===== config.mk =====
export PLATFORM = sky130hd
export DESIGN_NAME = line_substring_search_core
export DESIGN_NICKNAME = d
export VERILOG_FILES = /design/src/hdl/lss_pkg.sv /design/src/hdl/line_substring_search_core.sv /design/src/hdl/lss_front.sv /design/src/hdl/lss_queue.sv /design/src/hdl/lss_back.sv
export SDC_FILE = /design/constraint.sdc
export NUM_CORES = 2
export LEC_CHECK = 0
export BUFFER_PORTS_ARGS = -buffer_cell sky130_fd_sc_hd__clkbuf_2
export CAP_MARGIN = 20
export CORE_UTILIZATION = 40
export DETAILED_ROUTE_END_ITERATION = 10
export PLACE_DENSITY = 0.54
export SYNTH_ARGS = -nofsm -noshare
export SYNTH_HDL_FRONTEND = slang
export SYNTH_SLANG_ARGS = --single-unit

===== constraint.sdc =====
create_clock -name clk -period 11.07 [get_ports clk]
set_clock_uncertainty 0.2 [all_clocks]
set_input_delay 2.7675 -clock clk [delete_from_list [all_inputs] [get_ports clk]]
set_output_delay 2.7675 -clock clk [all_outputs]
set_load 0.05 [all_outputs]

===== src/hdl/lss_pkg.sv =====
// ----------------------------------------------------------------------------
// lss_pkg
// Shared types, constants and helpers of the line substring search core.
// ----------------------------------------------------------------------------
package lss_pkg;

    // pattern window
    localparam int MAX_PATTERN = 32;
    localparam int PAT_REGS    = 4;
    localparam int PAT_WORD_W  = 64;
    localparam int PAT_IDX_W   = $clog2(MAX_PATTERN);
    localparam int LEN_W       = 6;
    localparam int LINE_W      = 32;

    // configuration port
    localparam int CFG_IDX_W   = 3;

    // event queue between front and back, depth must be a power of two
    localparam int QUEUE_DEPTH = 4;
    localparam int QUEUE_PTR_W = $clog2(QUEUE_DEPTH);
    localparam int QUEUE_CNT_W = $clog2(QUEUE_DEPTH + 1);

    localparam logic [7:0]        NEWLINE_CHAR = 8'd10;
    localparam logic [LINE_W-1:0] LINE_FIRST   = LINE_W'(1);
    localparam logic [LINE_W-1:0] LINE_LAST    = '1;

    typedef enum logic [CFG_IDX_W-1:0] {
        CFG_PAT_0_7   = 3'd0,
        CFG_PAT_8_15  = 3'd1,
        CFG_PAT_16_23 = 3'd2,
        CFG_PAT_24_31 = 3'd3,
        CFG_PAT_LEN   = 3'd4,
        CFG_IGN_CASE  = 3'd5
    } cfg_reg_t;

    // per-byte classification handed from front to back
    typedef struct packed {
        logic match_hit;   // pattern ends at this byte
        logic line_end;    // byte closes the line
        logic text_end;    // byte closes the text
    } lss_event_t;

    // fold upper-case ascii letters to lower case when enabled
    function automatic logic [7:0] fold_byte(input logic [7:0] c, input logic ign);
        logic [7:0] r;
        r = c;
        if (ign && (c >= 8'h41) && (c <= 8'h5A))
        begin
            r = c + 8'h20;
        end
        return r;
    endfunction

endpackage


===== src/hdl/line_substring_search_core.sv =====
// ----------------------------------------------------------------------------
// line_substring_search_core
// Streaming search of a configured pattern in each text line.
// ----------------------------------------------------------------------------
// path: a closing byte's event is registered in the event queue, then the back
//   registers the line number into the result reg once that reg is free or popped
// throughput: one byte per cycle while full is low, set by the combinational
//   window compare; full rises only when the four-entry event queue backs up behind pop
// reset: asynchronous, clears queue, line flag, fill count, result valid;
//   line counter to 1, pattern to zero, length to 1, exact matching
module line_substring_search_core (
    input  logic                            clk,
    input  logic                            rst_n,
    input  logic                            wr_en,
    input  logic [lss_pkg::CFG_IDX_W-1:0]   wr_index,
    input  logic [lss_pkg::PAT_WORD_W-1:0]  wr_data,
    input  logic                            push,
    output logic                            full,
    input  logic [7:0]                      text_byte,
    input  logic                            end_of_text,
    output logic                            empty,
    input  logic                            pop,
    output logic [lss_pkg::LINE_W-1:0]      line_number
);
    import lss_pkg::*;

    lss_event_t front_evt;
    lss_event_t head_evt;
    logic       accept;
    logic       q_empty;
    logic       evt_take;

    assign accept = push && !full;

    // front: window and compare
    lss_front u_front (
        .clk         (clk),
        .rst_n       (rst_n),
        .wr_en       (wr_en),
        .wr_index    (wr_index),
        .wr_data     (wr_data),
        .accept      (accept),
        .text_byte   (text_byte),
        .end_of_text (end_of_text),
        .evt         (front_evt)
    );

    // event queue
    lss_queue u_queue (
        .clk     (clk),
        .rst_n   (rst_n),
        .wr_en   (accept),
        .wr_data (front_evt),
        .full    (full),
        .rd_en   (evt_take),
        .rd_data (head_evt),
        .empty   (q_empty)
    );

    // back: line tracking and result
    lss_back u_back (
        .clk         (clk),
        .rst_n       (rst_n),
        .evt_valid   (!q_empty),
        .evt         (head_evt),
        .evt_take    (evt_take),
        .empty       (empty),
        .pop         (pop),
        .line_number (line_number)
    );

endmodule


===== src/hdl/lss_front.sv =====
// ----------------------------------------------------------------------------
// lss_front
// Holds the configuration, shifts each byte into the line window, compares
// the pattern at the newest position and classifies the byte.
// ----------------------------------------------------------------------------
module lss_front (
    input  logic                              clk,
    input  logic                              rst_n,
    input  logic                              wr_en,
    input  logic [lss_pkg::CFG_IDX_W-1:0]     wr_index,
    input  logic [lss_pkg::PAT_WORD_W-1:0]    wr_data,
    input  logic                              accept,
    input  logic [7:0]                        text_byte,
    input  logic                              end_of_text,
    output lss_pkg::lss_event_t               evt
);
    import lss_pkg::*;

    logic [PAT_WORD_W-1:0] pat_words_reg [PAT_REGS];
    logic [LEN_W-1:0]      pat_len_reg;
    logic                  ign_case_reg;

    logic [7:0]            win_reg  [MAX_PATTERN];
    logic [7:0]            win_next [MAX_PATTERN];
    logic [LEN_W-1:0]      fill_reg;
    logic [LEN_W-1:0]      fill_next;

    logic [7:0]            pat_bytes [MAX_PATTERN];
    logic [LEN_W-1:0]      len_eff;
    logic                  all_eq;
    logic                  line_end;

    // configuration registers
    always_ff @(posedge clk or negedge rst_n)
    begin
        if (!rst_n)
        begin
            for (int i = 0; i < PAT_REGS; i++)
            begin
                pat_words_reg[i] <= '0;
            end
            pat_len_reg  <= LEN_W'(1);
            ign_case_reg <= 1'b0;
        end
        else if (wr_en)
        begin
            case (cfg_reg_t'(wr_index))
                CFG_PAT_0_7:   pat_words_reg[0] <= wr_data;
                CFG_PAT_8_15:  pat_words_reg[1] <= wr_data;
                CFG_PAT_16_23: pat_words_reg[2] <= wr_data;
                CFG_PAT_24_31: pat_words_reg[3] <= wr_data;
                CFG_PAT_LEN:   pat_len_reg      <= wr_data[LEN_W-1:0];
                CFG_IGN_CASE:  ign_case_reg     <= wr_data[0];
                default:       ;
            endcase
        end
    end

    // pattern bytes and clamped length
    always_comb
    begin
        for (int i = 0; i < MAX_PATTERN; i++)
        begin
            pat_bytes[i] = pat_words_reg[i >> 3][(i & 7) * 8 +: 8];
        end
        len_eff = (pat_len_reg > LEN_W'(MAX_PATTERN)) ? LEN_W'(MAX_PATTERN) : pat_len_reg;
    end

    // window after this byte, newest at slot 0
    always_comb
    begin
        win_next[0] = text_byte;
        for (int j = 1; j < MAX_PATTERN; j++)
        begin
            win_next[j] = win_reg[j-1];
        end
        line_end  = (text_byte == NEWLINE_CHAR) || end_of_text;
        fill_next = (fill_reg == LEN_W'(MAX_PATTERN)) ? fill_reg : fill_reg + LEN_W'(1);
    end

    // parallel compare of all active slots
    always_comb
    begin
        logic             active;
        logic [LEN_W-1:0] idx;
        all_eq = 1'b1;
        for (int j = 0; j < MAX_PATTERN; j++)
        begin
            active = LEN_W'(j) < len_eff;
            idx    = len_eff - LEN_W'(j) - LEN_W'(1);
            if (active && (fold_byte(pat_bytes[idx[PAT_IDX_W-1:0]], ign_case_reg)
                           != fold_byte(win_next[j], ign_case_reg)))
            begin
                all_eq = 1'b0;
            end
        end
        evt.match_hit = all_eq && (fill_next >= len_eff);
        evt.line_end  = line_end;
        evt.text_end  = end_of_text;
    end

    // window shift, payload only
    always_ff @(posedge clk)
    begin
        if (accept)
        begin
            for (int j = 0; j < MAX_PATTERN; j++)
            begin
                win_reg[j] <= win_next[j];
            end
        end
    end

    // bytes seen in the current line, gates stale slots
    always_ff @(posedge clk or negedge rst_n)
    begin
        if (!rst_n)
        begin
            fill_reg <= '0;
        end
        else if (accept)
        begin
            fill_reg <= line_end ? '0 : fill_next;
        end
    end

endmodule


===== src/hdl/lss_queue.sv =====
// ----------------------------------------------------------------------------
// lss_queue
// Short event queue that decouples the classifying front from the back.
// ----------------------------------------------------------------------------
module lss_queue (
    input  logic                clk,
    input  logic                rst_n,
    input  logic                wr_en,
    input  lss_pkg::lss_event_t wr_data,
    output logic                full,
    input  logic                rd_en,
    output lss_pkg::lss_event_t rd_data,
    output logic                empty
);
    import lss_pkg::*;

    lss_event_t             slot_reg [QUEUE_DEPTH];
    logic [QUEUE_PTR_W-1:0] wr_ptr_reg;
    logic [QUEUE_PTR_W-1:0] rd_ptr_reg;
    logic [QUEUE_CNT_W-1:0] count_reg;
    logic [QUEUE_CNT_W-1:0] count_next;
    logic                   do_wr;
    logic                   do_rd;

    assign full    = count_reg == QUEUE_CNT_W'(QUEUE_DEPTH);
    assign empty   = count_reg == '0;
    assign do_wr   = wr_en && !full;
    assign do_rd   = rd_en && !empty;
    assign rd_data = slot_reg[rd_ptr_reg];

    // occupancy
    always_comb
    begin
        count_next = count_reg;
        if (do_wr && !do_rd)
        begin
            count_next = count_reg + QUEUE_CNT_W'(1);
        end
        else if (do_rd && !do_wr)
        begin
            count_next = count_reg - QUEUE_CNT_W'(1);
        end
    end

    // pointers and count
    always_ff @(posedge clk or negedge rst_n)
    begin
        if (!rst_n)
        begin
            wr_ptr_reg <= '0;
            rd_ptr_reg <= '0;
            count_reg  <= '0;
        end
        else
        begin
            if (do_wr)
            begin
                wr_ptr_reg <= wr_ptr_reg + QUEUE_PTR_W'(1);
            end
            if (do_rd)
            begin
                rd_ptr_reg <= rd_ptr_reg + QUEUE_PTR_W'(1);
            end
            count_reg <= count_next;
        end
    end

    // storage
    always_ff @(posedge clk)
    begin
        if (do_wr)
        begin
            slot_reg[wr_ptr_reg] <= wr_data;
        end
    end

endmodule


===== src/hdl/lss_back.sv =====
// ----------------------------------------------------------------------------
// lss_back
// Tracks the per-line match flag and the line counter, and holds the
// result register seen on the output side.
// ----------------------------------------------------------------------------
module lss_back (
    input  logic                      clk,
    input  logic                      rst_n,
    input  logic                      evt_valid,
    input  lss_pkg::lss_event_t       evt,
    output logic                      evt_take,
    output logic                      empty,
    input  logic                      pop,
    output logic [lss_pkg::LINE_W-1:0] line_number
);
    import lss_pkg::*;

    logic              hit_reg;
    logic              hit_next;
    logic [LINE_W-1:0] line_reg;
    logic [LINE_W-1:0] line_next;
    logic              out_valid_reg;
    logic              out_valid_next;
    logic [LINE_W-1:0] out_line_reg;
    logic              emit;
    logic              line_hit;

    assign evt_take    = evt_valid && (!out_valid_reg || pop);
    assign empty       = !out_valid_reg;
    assign line_number = out_line_reg;

    // line bookkeeping
    always_comb
    begin
        line_hit  = hit_reg || evt.match_hit;
        emit      = evt_take && evt.line_end && line_hit;
        hit_next  = hit_reg;
        line_next = line_reg;
        if (evt_take)
        begin
            hit_next = evt.line_end ? 1'b0 : line_hit;
            if (evt.text_end)
            begin
                line_next = LINE_FIRST;
            end
            else if (evt.line_end && (line_reg != LINE_LAST))
            begin
                line_next = line_reg + LINE_W'(1);
            end
        end
        out_valid_next = out_valid_reg;
        if (emit)
        begin
            out_valid_next = 1'b1;
        end
        else if (pop)
        begin
            out_valid_next = 1'b0;
        end
    end

    // control state
    always_ff @(posedge clk or negedge rst_n)
    begin
        if (!rst_n)
        begin
            hit_reg       <= 1'b0;
            line_reg      <= LINE_FIRST;
            out_valid_reg <= 1'b0;
        end
        else
        begin
            hit_reg       <= hit_next;
            line_reg      <= line_next;
            out_valid_reg <= out_valid_next;
        end
    end

    // result payload
    always_ff @(posedge clk)
    begin
        if (emit)
        begin
            out_line_reg <= line_reg;
        end
    end

endmodule


==> flow_metrics.tcl <==
set metrics [dict create \
    status "complete, no violations" \
    slew_violations 0 \
    hpwl_mm 268 \
    largest_reg_flops 256 \
    ys_top_cells_by_count "576 x nand2_1, 575 x mux2i_1, 424 x mux2_2" \
    syn-instance-count 6011 \
    wire_per_inst_um 42.4 \
    numPlacedInstances 7797 \
    clk_path_buf_depth 3 \
    htree_levels 3 \
    vias 56253 \
    antenna_found_initial 23 \
    pre_cts_slack_ns 2.91 \
    dieArea_um2 145000 \
    hold_buffers 0 \
    ys_async_sr_fraction 0.515 \
    fillers 13810 \
    cts.sinks 602 \
    synth-seq-cells 602 \
    clkTransAtPathRegs_ns 0.06 \
    cp-start-kind "register" \
    worst_pin_slew_ns 1.37 \
    grt_pass1_vias 51106 \
    firstDrtPassIters 9 \
    crit_path_end_kind "register" \
    die-height_um 381 \
    gp_congestion 1.14 \
    postRouteAntennaNets 0 \
    synthDistinctLibCells 117 \
    cap_violations 0 \
    drc_errors 0 \
    setup_slack_ns 2.58 \
    row_count 138 \
    worstSkewPairLatency_ns 0.70 \
    start_util 0.405 \
    cp_max_fo 44 \
    nNetsFinal 6155 \
    syn-cell-area_um2 57600 \
    rsz0062_at_grt "false" \
    ys.flop_type "dfrtp_1" \
    setup_viol 0 \
    die_w_um 381 \
    power_mw 21.9 \
    track_usage 0.450 \
    p_leak_nw 23.9 \
    drive_gt1_frac 0.208 \
    overflow 0 \
    yosysWarnings 0 \
    intPower_mw 9.42 \
    hold_violations 0 \
    core_area_um2 142000 \
    post_cts_buffers 0 \
    combPwrFrac 0.706 \
    numCtsBuffers 71 \
    via_per_inst 7.09 \
    syn-num-nets 6178 \
    synth_top_area_cell "edfxtp_1" \
    crit_type "reg -> reg" \
    fin_crit_ns 8.49 \
    syn2layout_area_growth_pct 9.06 \
    hold_class "reg -> reg" \
    grt_max_degree 133 \
    drt_iter0_markers 9067 \
    fin_tns_setup_ns 0 \
    p_switching_mw 12.5 \
    crit_arrival_ns 8.83 \
    fmax_mhz 118 \
    yosysMostFrequentCell "nand2_1" \
    relSlewSlack 0.0841 \
    power_per_cell_area_nw_per_um2 349 \
    cts-root-buf "clkbuf_16" \
    io_pins 115 \
    synth_area_per_cell_um2 9.58 \
    routed_wl_mm 337 \
    netlist.area_leader.share 0.152 \
    sw_frac_of_total 0.570 \
    worstPathRequired_ns 11.41 \
    p_clk_frac 0.108 \
    min_period_over_period 0.767 \
    fin_cells 7938 \
    cts-resized-gates 0 \
    seq_area_frac_synth 0.287 \
    holdWs_ns 0.287 \
    grt_first_pass_wirelength_mm 450 \
    cts_tree "built" \
    ir_worst_vdd_mv 0.276 \
    io_buffers 114 \
    seqPwrFrac 0.186 \
    synth_edf_count 292 \
    synth.area.top_cells "edfxtp_1 15%, dfrtp_1 13%, mux2i_1 10%" \
]
==> cell type report <==
type	count	area (µm²)	area share
Multi-Input combinational cell	4851	38700	0.616
Sequential cell	602	16500	0.263
Timing Repair Buffer	361	2500	0.0398
Tap cell	1890	2360	0.0377
Clock buffer	95	2000	0.0318
Inverter	101	400	0.00638
Clock inverter	33	318	0.00506
Antenna cell	5	12.5	0.000199
==> layer usage <==
metal	global-route usage	wire [µm]	vias up
met4	0.305	27800	16
met2	0.625	134000	3765
met1	0.589	133000	28510
li1	-	-	23202
met5	0.00959	267	-
met3	0.149	41800	760
==> power by group through the flow <==
stage | Combinational [mW] | Sequential [mW] | Clock, mW
2_1_floorplan | 8.84 | 3.63 | 0
3_3_place_gp | 14.6 | 4.03 | 0
3_5_place_dp | 14.7 | 4.04 | 0
4_1_cts | 14.8 | 4.00 | 2.40
5_1_grt | 15.8 | 4.08 | 2.47
6_report | 15.5 | 4.09 | 2.36
==> layout by cell type (no fill, tap or decap), drive strengths merged, types with 58 or more instances in the layout <==
master	instances
o21ai	231
o211ai	86
a211oi	132
mux2i	577
a31oi	66
nor4	58
a21oi	291
ha	85
inv	102
nor2	407
buf	246
nor3	168
nand4	66
mux2	426
edfxtp	292
o22ai	99
nand2	576
clkbuf	210
xnor2	184
dfrtp	308
xor2	149
a22oi	64
nand3	160
mux4	220
==> cells by family (layout without fill, tap and decap cells) <==
logic type	after synthesis	count (layout)	share of synthesized area
other	0	5	0
AOI/OAI and AO/OA	1417	1417	0.171
xor gates and xnor gates	335	335	0.0520
buffers and inverters	558	590	0.0500
DFF	602	602	0.287
muxes	1223	1223	0.270
and+or+nand+nor	1789	1789	0.152
adders and majority gates	87	87	0.0190
==> worst max-delay path: stages (launching register included) <==
cell and delay, ns:
dfrtp_4 0.83, nor2b_4 0.07, buf_4 0.28, clkinv_2 0.12, ha_4 0.48, nand2_1 0.39
xnor2_4 0.25, buf_4 0.58, a31oi_1 0.31, nor2_1 0.80, nand2_1 0.28, or3_1 0.44
o211a_1 0.19, and4_1 0.23, a211o_1 0.25, o21ai_0 0.24, xor2_1 0.11, o32ai_1 1.15
o311ai_0 0.36, nor4bb_1 0.36, buf_2 0.24, buf_4 0.15
==> worst paths after layout <==
path                       slack (ns)  cells after the start                endpoint                    from
max                              2.58                     21  u_queue.slot_reg[3][2]  u_front.pat_len_reg[5]
min                              0.29                      0  u_back.line_number[22]     u_back.line_reg[22]
max reg2reg                      2.58                     21  u_queue.slot_reg[3][2]  u_front.pat_len_reg[5]
min reg2reg                      0.29                      0  u_back.line_number[22]     u_back.line_reg[22]
max in group asynchronous        6.80                      3  u_front.pat_bytes[197]                   rst_n
min in group asynchronous        1.80                      1     u_back.line_reg[14]                   rst_n
==> metrics by stage <==
step,cell area (µm²),utilization
after global routing,62800,0.441
final,62800,0.441
after global placement,60300,0.424
after floorplan,57600,-
after detailed placement,60400,0.425
after CTS,62700,0.441
No activity file was read; power rests on OpenSTA's default activity.
